**config.mk**
```make
export PLATFORM = sky130hd
export DESIGN_NAME = sorted_priority_list_queue_top_flat
export DESIGN_NICKNAME = d
export VERILOG_FILES = /design/src/splq_pkg.sv /design/src/splq_if.sv /design/src/sorted_priority_list_queue_top.sv /design/src/flat_wrapper.sv
export SDC_FILE = /design/constraint.sdc
export NUM_CORES = 2
export LEC_CHECK = 0
export ABC_AREA = 1
export BUFFER_PORTS_ARGS = -buffer_cell sky130_fd_sc_hd__buf_2
export CORE_UTILIZATION = 40
export DETAILED_ROUTE_END_ITERATION = 12
export GPL_ROUTABILITY_DRIVEN = 0
export SYNTH_ARGS = -nofsm -noshare
export SYNTH_HDL_FRONTEND = slang
export SYNTH_SLANG_ARGS = --single-unit
```
**constraint.sdc**
```tcl
create_clock -name i_clk -period 10.35 [get_ports i_clk]
set_input_delay 2.07 -clock i_clk [delete_from_list [all_inputs] [get_ports i_clk]]
set_output_delay 2.07 -clock i_clk [all_outputs]
set_load 0.03 [all_outputs]
```
**src/splq_pkg.sv**
```systemverilog
// Package for the sorted priority list queue: widths, op and status codes,
// the packed entry type. No dependencies.
package splq_pkg;
    localparam int Depth    = 64;
    localparam int TagBits  = 16;
    localparam int PrioBits = 16;
    localparam int AddrBits = $clog2(Depth);
    localparam int CntBits  = $clog2(Depth + 1);

    typedef logic [2:0] t_op;
    localparam t_op OP_INSERT    = 3'd0;
    localparam t_op OP_PUSH_HEAD = 3'd1;
    localparam t_op OP_PUSH_TAIL = 3'd2;
    localparam t_op OP_POP_HEAD  = 3'd3;
    localparam t_op OP_POP_TAIL  = 3'd4;
    localparam t_op OP_REMOVE    = 3'd5;

    typedef logic [1:0] t_status;
    localparam t_status ST_DONE      = 2'd0;
    localparam t_status ST_EMPTY     = 2'd1;
    localparam t_status ST_FULL      = 2'd2;
    localparam t_status ST_NOT_FOUND = 2'd3;

    typedef struct packed {
        logic [TagBits-1:0]         tag;
        logic signed [PrioBits-1:0] prio;
    } t_entry;
endpackage

```
**src/splq_if.sv**
```systemverilog
// Valid/ready channel interfaces for the queue's request, result and
// configuration ports. Depends on splq_pkg.
interface splq_req_if;
    logic                                  valid;
    logic                                  ready;
    logic [2:0]                            op;
    logic [splq_pkg::TagBits-1:0]          tag;
    logic signed [splq_pkg::PrioBits-1:0]  priority_req;
    modport source (output valid, op, tag, priority_req, input ready);
    modport sink   (input valid, op, tag, priority_req, output ready);
endinterface

interface splq_rsp_if;
    logic                                  valid;
    logic                                  ready;
    logic [splq_pkg::TagBits-1:0]          out_tag;
    logic signed [splq_pkg::PrioBits-1:0]  out_priority;
    logic [1:0]                            status;
    logic [splq_pkg::CntBits-1:0]          entry_count;
    modport source (output valid, out_tag, out_priority, status, entry_count, input ready);
    modport sink   (input valid, out_tag, out_priority, status, entry_count, output ready);
endinterface

interface splq_cfg_if;
    logic valid;
    logic ready;
    logic data;
    modport source (output valid, data, input ready);
    modport sink   (input valid, data, output ready);
endinterface

```
**src/sorted_priority_list_queue_top.sv**
```systemverilog
// Sorted priority list queue, top level. Entries live in one synchronous
// memory; a sequencer scans and shifts them. Depends on splq_pkg, splq_if.
//
//  channel   dir   payload                                   handshake
//  req       in    op, tag, priority_req                     valid/ready
//  rsp       out   out_tag, out_priority, status, entry_count valid/ready
//  cfg       in    ascending_order (data)                    valid/ready
//
// Full, empty and unused ops go straight to the result. Insert: a scan then a
// shift. Push head, pop head and remove shift too; each shift step is one
// memory read then one write. Reset clears the count and sets the order bit
// to ascending; memory contents need no clear. A request is taken only when
// the result register is empty.
module sorted_priority_list_queue_top (
    input  logic i_clk,
    input  logic i_rst_n,
    splq_req_if.sink   req,
    splq_rsp_if.source rsp,
    splq_cfg_if.sink   cfg
);
    localparam int AW = splq_pkg::AddrBits;
    localparam int CW = splq_pkg::CntBits;

    typedef enum logic [5:0] {
        S_IDLE  = 6'b000001,
        S_SCAN  = 6'b000010,
        S_SRD   = 6'b000100,
        S_SWR   = 6'b001000,
        S_TAKE  = 6'b010000,
        S_OUT   = 6'b100000
    } t_state;

    splq_pkg::t_entry r_mem [splq_pkg::Depth];
    splq_pkg::t_entry r_rd;
    logic             r_wr_en;
    logic [AW-1:0]    r_wr_addr;
    splq_pkg::t_entry r_wr_data;
    logic [AW-1:0]    rd_addr;

    t_state                 r_state;
    logic                   r_asc;
    logic [CW-1:0]          r_count;
    logic [2:0]             r_op;
    splq_pkg::t_entry       r_new;
    logic [CW-1:0]          r_idx;   // scan/shift cursor
    logic [CW-1:0]          r_pos;   // target position
    logic                   r_rvalid; // r_rd holds entry r_idx from scan
    logic                   r_insert; // shift direction: up for insert
    logic                   r_ovalid;
    splq_pkg::t_entry       r_oent;
    logic [1:0]             r_ostat;
    logic [CW-1:0]          r_ocnt;

    // Memory: one write, one registered read
    always_ff @(posedge i_clk) begin
        if (r_wr_en) r_mem[r_wr_addr] <= r_wr_data;
        r_rd <= r_mem[rd_addr];
    end

    assign cfg.ready = 1'b1;
    assign req.ready = (r_state == S_IDLE) && !r_ovalid;
    assign rsp.valid = r_ovalid;
    assign rsp.out_tag = r_oent.tag;
    assign rsp.out_priority = r_oent.prio;
    assign rsp.status = r_ostat;
    assign rsp.entry_count = r_ocnt;

    logic precedes, match;
    assign precedes = r_asc ? (r_new.prio < r_rd.prio) : (r_new.prio >= r_rd.prio);
    assign match = r_rd.tag == r_new.tag;

    // Read address: scan reads r_idx; shift reads the neighbor to move
    always_comb begin
        rd_addr = r_idx[AW-1:0];
        if (r_state == S_SRD || r_state == S_SWR) begin
            if (r_insert) rd_addr = AW'(r_idx - CW'(1));
            else          rd_addr = AW'(r_idx + CW'(1));
        end
    end

    // Sequencer
    always_ff @(posedge i_clk) begin
        r_wr_en <= 1'b0;
        if (!i_rst_n) begin
            r_state <= S_IDLE; r_asc <= 1'b1; r_count <= '0; r_ovalid <= 1'b0;
            r_rvalid <= 1'b0;
        end else begin
            if (cfg.valid) r_asc <= cfg.data;
            if (rsp.valid && rsp.ready) r_ovalid <= 1'b0;
            case (r_state)
                S_IDLE: if (req.valid && req.ready) begin
                    r_op <= req.op;
                    r_new <= '{tag: req.tag, prio: req.priority_req};
                    r_oent <= '0; r_ostat <= splq_pkg::ST_DONE; r_ocnt <= r_count;
                    r_idx <= '0; r_rvalid <= 1'b0;
                    case (req.op)
                        splq_pkg::OP_INSERT, splq_pkg::OP_PUSH_HEAD,
                        splq_pkg::OP_PUSH_TAIL: begin
                            if (r_count == CW'(splq_pkg::Depth)) begin
                                r_ostat <= splq_pkg::ST_FULL; r_state <= S_OUT;
                            end else if (req.op == splq_pkg::OP_INSERT) begin
                                r_state <= S_SCAN;
                            end else begin
                                r_insert <= 1'b1;
                                r_pos <= (req.op == splq_pkg::OP_PUSH_HEAD) ? '0 : r_count;
                                r_idx <= r_count; r_state <= S_SRD;
                            end
                        end
                        splq_pkg::OP_POP_HEAD, splq_pkg::OP_POP_TAIL: begin
                            if (r_count == '0) begin
                                r_ostat <= splq_pkg::ST_EMPTY; r_state <= S_OUT;
                            end else begin
                                r_idx <= (req.op == splq_pkg::OP_POP_HEAD) ? '0
                                         : r_count - CW'(1);
                                r_state <= S_TAKE;
                            end
                        end
                        splq_pkg::OP_REMOVE: r_state <= S_SCAN;
                        default: r_state <= S_OUT;
                    endcase
                end
                // Each entry: issue read, then compare
                S_SCAN: begin
                    if (!r_rvalid) begin
                        if (r_idx == r_count) begin
                            if (r_op == splq_pkg::OP_INSERT) begin
                                r_insert <= 1'b1; r_pos <= r_count; r_state <= S_SRD;
                            end else begin
                                r_ostat <= splq_pkg::ST_NOT_FOUND; r_state <= S_OUT;
                            end
                        end else r_rvalid <= 1'b1;
                    end else begin
                        r_rvalid <= 1'b0;
                        if (r_op == splq_pkg::OP_INSERT && precedes) begin
                            r_insert <= 1'b1; r_pos <= r_idx; r_idx <= r_count;
                            r_state <= S_SRD;
                        end else if (r_op == splq_pkg::OP_REMOVE && match) begin
                            r_oent <= r_rd; r_insert <= 1'b0; r_state <= S_SRD;
                        end else r_idx <= r_idx + CW'(1);
                    end
                end
                S_TAKE: begin
                    // read of r_idx issued last cycle lands now
                    if (r_rvalid) begin
                        r_oent <= r_rd; r_insert <= 1'b0; r_rvalid <= 1'b0;
                        r_state <= S_SRD;
                    end else r_rvalid <= 1'b1;
                end
                // Shift step: read neighbor issued here
                S_SRD: begin
                    if (r_insert && r_idx == r_pos) begin
                        r_wr_en <= 1'b1; r_wr_addr <= r_pos[AW-1:0]; r_wr_data <= r_new;
                        r_count <= r_count + CW'(1); r_ocnt <= r_count + CW'(1);
                        r_state <= S_OUT;
                    end else if (!r_insert && r_idx + CW'(1) >= r_count) begin
                        r_count <= r_count - CW'(1); r_ocnt <= r_count - CW'(1);
                        r_state <= S_OUT;
                    end else r_state <= S_SWR;
                end
                S_SWR: begin
                    r_wr_en <= 1'b1; r_wr_addr <= r_idx[AW-1:0]; r_wr_data <= r_rd;
                    r_idx <= r_insert ? r_idx - CW'(1) : r_idx + CW'(1);
                    r_state <= S_SRD;
                end
                S_OUT: begin
                    r_ovalid <= 1'b1; r_state <= S_IDLE;
                end
                default: r_state <= S_IDLE;
            endcase
        end
    end

    // Checks
    a_cnt_max: assert property (@(posedge i_clk) disable iff (!i_rst_n)
        r_count <= CW'(splq_pkg::Depth)) else $error("count over depth");
    a_no_req_busy: assert property (@(posedge i_clk) disable iff (!i_rst_n)
        r_state != S_IDLE |-> !req.ready) else $error("ready while busy");
    a_cnt_step: assert property (@(posedge i_clk) disable iff (!i_rst_n)
        r_state == S_IDLE |=> r_count == $past(r_count)) else $error("count moved");
    a_out_hold: assert property (@(posedge i_clk) disable iff (!i_rst_n)
        r_ovalid && !rsp.ready |=> r_ovalid) else $error("result dropped");
endmodule

```
**src/flat_wrapper.sv**
```systemverilog
// flat-port wrapper written by rule: the top's interface ports become plain ports
module sorted_priority_list_queue_top_flat 
  (i_clk, i_rst_n, req_valid, req_op, req_tag, req_priority_req, req_ready, rsp_valid, rsp_out_tag, rsp_out_priority, rsp_status, rsp_entry_count, rsp_ready, cfg_valid, cfg_data, cfg_ready);
  splq_req_if req_i ();
  splq_rsp_if rsp_i ();
  splq_cfg_if cfg_i ();
  input  logic i_clk;
  input  logic i_rst_n;
  input wire logic [$bits(req_i.valid)-1:0] req_valid;
  input wire logic [$bits(req_i.op)-1:0] req_op;
  input wire logic [$bits(req_i.tag)-1:0] req_tag;
  input wire logic [$bits(req_i.priority_req)-1:0] req_priority_req;
  output wire logic [$bits(req_i.ready)-1:0] req_ready;
  output wire logic [$bits(rsp_i.valid)-1:0] rsp_valid;
  output wire logic [$bits(rsp_i.out_tag)-1:0] rsp_out_tag;
  output wire logic [$bits(rsp_i.out_priority)-1:0] rsp_out_priority;
  output wire logic [$bits(rsp_i.status)-1:0] rsp_status;
  output wire logic [$bits(rsp_i.entry_count)-1:0] rsp_entry_count;
  input wire logic [$bits(rsp_i.ready)-1:0] rsp_ready;
  input wire logic [$bits(cfg_i.valid)-1:0] cfg_valid;
  input wire logic [$bits(cfg_i.data)-1:0] cfg_data;
  output wire logic [$bits(cfg_i.ready)-1:0] cfg_ready;
  assign req_i.valid = req_valid;
  assign req_i.op = req_op;
  assign req_i.tag = req_tag;
  assign req_i.priority_req = req_priority_req;
  assign req_ready = req_i.ready;
  assign rsp_valid = rsp_i.valid;
  assign rsp_out_tag = rsp_i.out_tag;
  assign rsp_out_priority = rsp_i.out_priority;
  assign rsp_status = rsp_i.status;
  assign rsp_entry_count = rsp_i.entry_count;
  assign rsp_i.ready = rsp_ready;
  assign cfg_i.valid = cfg_valid;
  assign cfg_i.data = cfg_data;
  assign cfg_ready = cfg_i.ready;
  sorted_priority_list_queue_top u_core (.i_clk(i_clk), .i_rst_n(i_rst_n), .req(req_i), .rsp(rsp_i), .cfg(cfg_i));
endmodule
```
==> results.toml <==
[power]
leakage_nw = 40.1
power_frac_comb_pct = 25.4
p_int_mw = 15.7
p_sw_mw = 8.14
power_mw = 23.9
p_seq_share_pct = 43.0
p_per_area_mw_per_mm2 = 230
ir_drop_mv = 0.186
pwr-share-clk_pct = 31.7
p_sw_share_pct = 34.1

[floorplanning]
start_util_pct = 40.3
dieArea_mm2 = 0.236
die_h_um = 486
core_area_mm2 = 0.233
fp-row-count = 177
die_width_um = 486
io_pins = 85

[global_route]
grt_pass1_vias = 58400
grt_use_total_pct = 22.6
antenna_found_initial = 11
grt_pass1_wl_um = 395000
grt.overflow.total = 0
grt_max_degree = 173

[detailed_routing]
drtIter0Drc = 7402
first_pass_iters = 7
wirelength_um = 270000
drc = 0
via_count = 62600
vias_per_cell = 5.36
wl_per_cell_um = 23.2
antenna_left = 0

[placed_design]
port_buffers = 83
place_area_mm2 = 0.0972
hpwlAfterDp_um = 139000

[sta]
worst_slew_pin_slew_ps = 1150
setup_viol = 0
fmax_ghz = 0.190
fin_worst_skew_ps = 37.6
grt_setup_unrepaired = "no"
max_slew_margin_pct = 22.9
finalHoldViolCount = 0
whs_ps = 496
fin_crit_sh_pct = 50.8
slew_viol_final = 0
setup_tns_ps = 0
period_needed_ps = 5260

[yosys]
synth_ff_type = "edfxtp_1"
ys_types = 43
synth_area_per_cell_um2 = 11.1
seq_area_frac_synth_pct = 70.9
netlist.area_leader.share_pct = 69.8
synthesis.area_mm2 = 0.0936
syn-num-nets = 8534
synth_top_area_cell = "edfxtp_1"
syn_inst = 8465
synth.most_common_cell = "nand2_1"
yosys-top-cells-area = "edfxtp_1, nand2_1, nand3_1"
ys_warn_count = 0
synth_enable_flop_cells = 2177
synth_common_cells = "nand2_1, edfxtp_1, nand3_1"
synth-seq-cells = 2226
async_flop_share_pct = 0

[critical_path]
worstSetupPathType = "reg2reg"
cp-start-kind = "register"
r2r_slack_ps = 5090
cp.required_ps = 11140
critPathArrivalTime_ps = 6050
critPathMaxFanout = 84
worstSetupEndpointType = "register"

[clocking]
hold_buffers = 0
cts.htree.levels = 4
cts_resized = 0
cts-root-buf = "clkbuf_16"
clkSinkCount = 2226
clk_pin_slew_ps = 70
clk_path_buf_depth = 3
postCtsSetupBuffers = 0
worstSkewPairLatency_ps = 880
cts_buffers = 217
tritoncts = "yes"

[layout]
finalInstanceArea_mm2 = 0.104
final_nets = 8515
drive_above_1_share_pct = 7.14
fin_util_pct = 44.7
syn_to_final_growth_pct = 11.0

[outcome]
status = "completed"

[hold_path]
hp-class = "reg2reg"

[job]
maxCapViolCount = 0
registers in the layout (all words and copies together), names as in the netlist, 3 cells and up:
signal,cells
u_core.r_count,7
u_core.rsp.out_tag,16
u_core.r_op,3
u_core.r_pos,7
u_core.r_idx,7
u_core.r_new,32
u_core.rsp.entry_count,7
u_core.r_state,6
u_core.r_wr_addr,6
u_core.r_wr_data,32
u_core.rsp.out_priority,16
u_core.r_rd,32
u_core.r_mem,2048
per-layer routing:
metal	vias to the layer above	wire length (um)	GRT usage (%)	part of all wire (%)
met4	0	7600	6.93	2.8
met2	2968	124000	35.6	46
met5	-	0	0	0
met1	30700	113000	32.0	42
met3	391	26000	3.47	9.6
li1	28600	-	-	-
cell type report:
type / count / area (um2)
fillers: 21200 / 129000
flip-flops and latches: 2226 / 66400
multi-input cells: 5043 / 22600
clock buffers: 309 / 5960
well taps: 3043 / 3810
inverters: 725 / 2730
repair buffers: 233 / 1720
clock inverters: 87 / 709
diodes: 2 / 5.00
worst max-delay path, cell delays in order (launching register included):
cell	delay (ps)
dfxtp_1	380
nor2_2	90
nand3_2	80
buf_4	560
nand2_2	400
inv_2	290
o21ai_4	180
inv_6	670
buf_4	700
buf_4	530
nand3_1	150
nand3_1	360
nand3_1	400
nand2_1	200
kinds of logic (layout without fill, tap and decap cells):
logic type,count (synthesis),in the layout,share of synthesized area (%)
adder cells (fa/ha/maj),28,28,0.374
multiplexers,3,3,0.0321
buffers and inverters,1196,1354,5.55
flip-flops,2226,2226,70.9
AND/OR/NAND/NOR,4615,4615,20.2
AO/OA/AOI/OAI,358,358,2.60
XOR/XNOR,38,38,0.356
other,1,3,0.00401
per-stage QoR:
stage                     worst slack [ps]  std cells
after floorplan                       4160       8465
after global placement                5170      11300
after detailed placement              5130      11300
after CTS                             5080      11700
after global routing                  4810      11700
final                                 5090      11700
final timing paths:
path	endpoint	depth (start not counted)	from
worst min-delay path	u_core.rsp.valid	2	u_core.rsp.valid
worst min register to register	u_core.rsp.valid	2	u_core.rsp.valid
worst max register to register	u_core.r_rd[3]	13	u_core.r_state[1]
worst max-delay path	u_core.r_rd[3]	13	u_core.r_state[1]
cell usage in the layout, fill, tap and decap left out, types with 61 or more instances in the layout:
cell	synthesis	routed
buf_2	339	83
buf_4	33	136
clkbuf_1	61	76
clkbuf_16	0	219
edfxtp_1	2177	2177
inv_1	715	714
nand2_1	3243	3241
nand3_1	1182	1182
nor2_1	139	78
nor2_4	0	61
o211ai_1	228	228
o21ai_0	62	61
power by group through the flow:
stage	logic, mW	clock network [mW]	registers, mW
2_1_floorplan	3.97	0	10.4
3_3_place_gp	5.98	0	10.4
3_5_place_dp	6.00	0	10.4
4_1_cts	6.02	7.65	10.2
5_1_grt	6.58	7.99	10.2
6_report	6.05	7.55	10.3
Power figures use the tool's default switching activity.
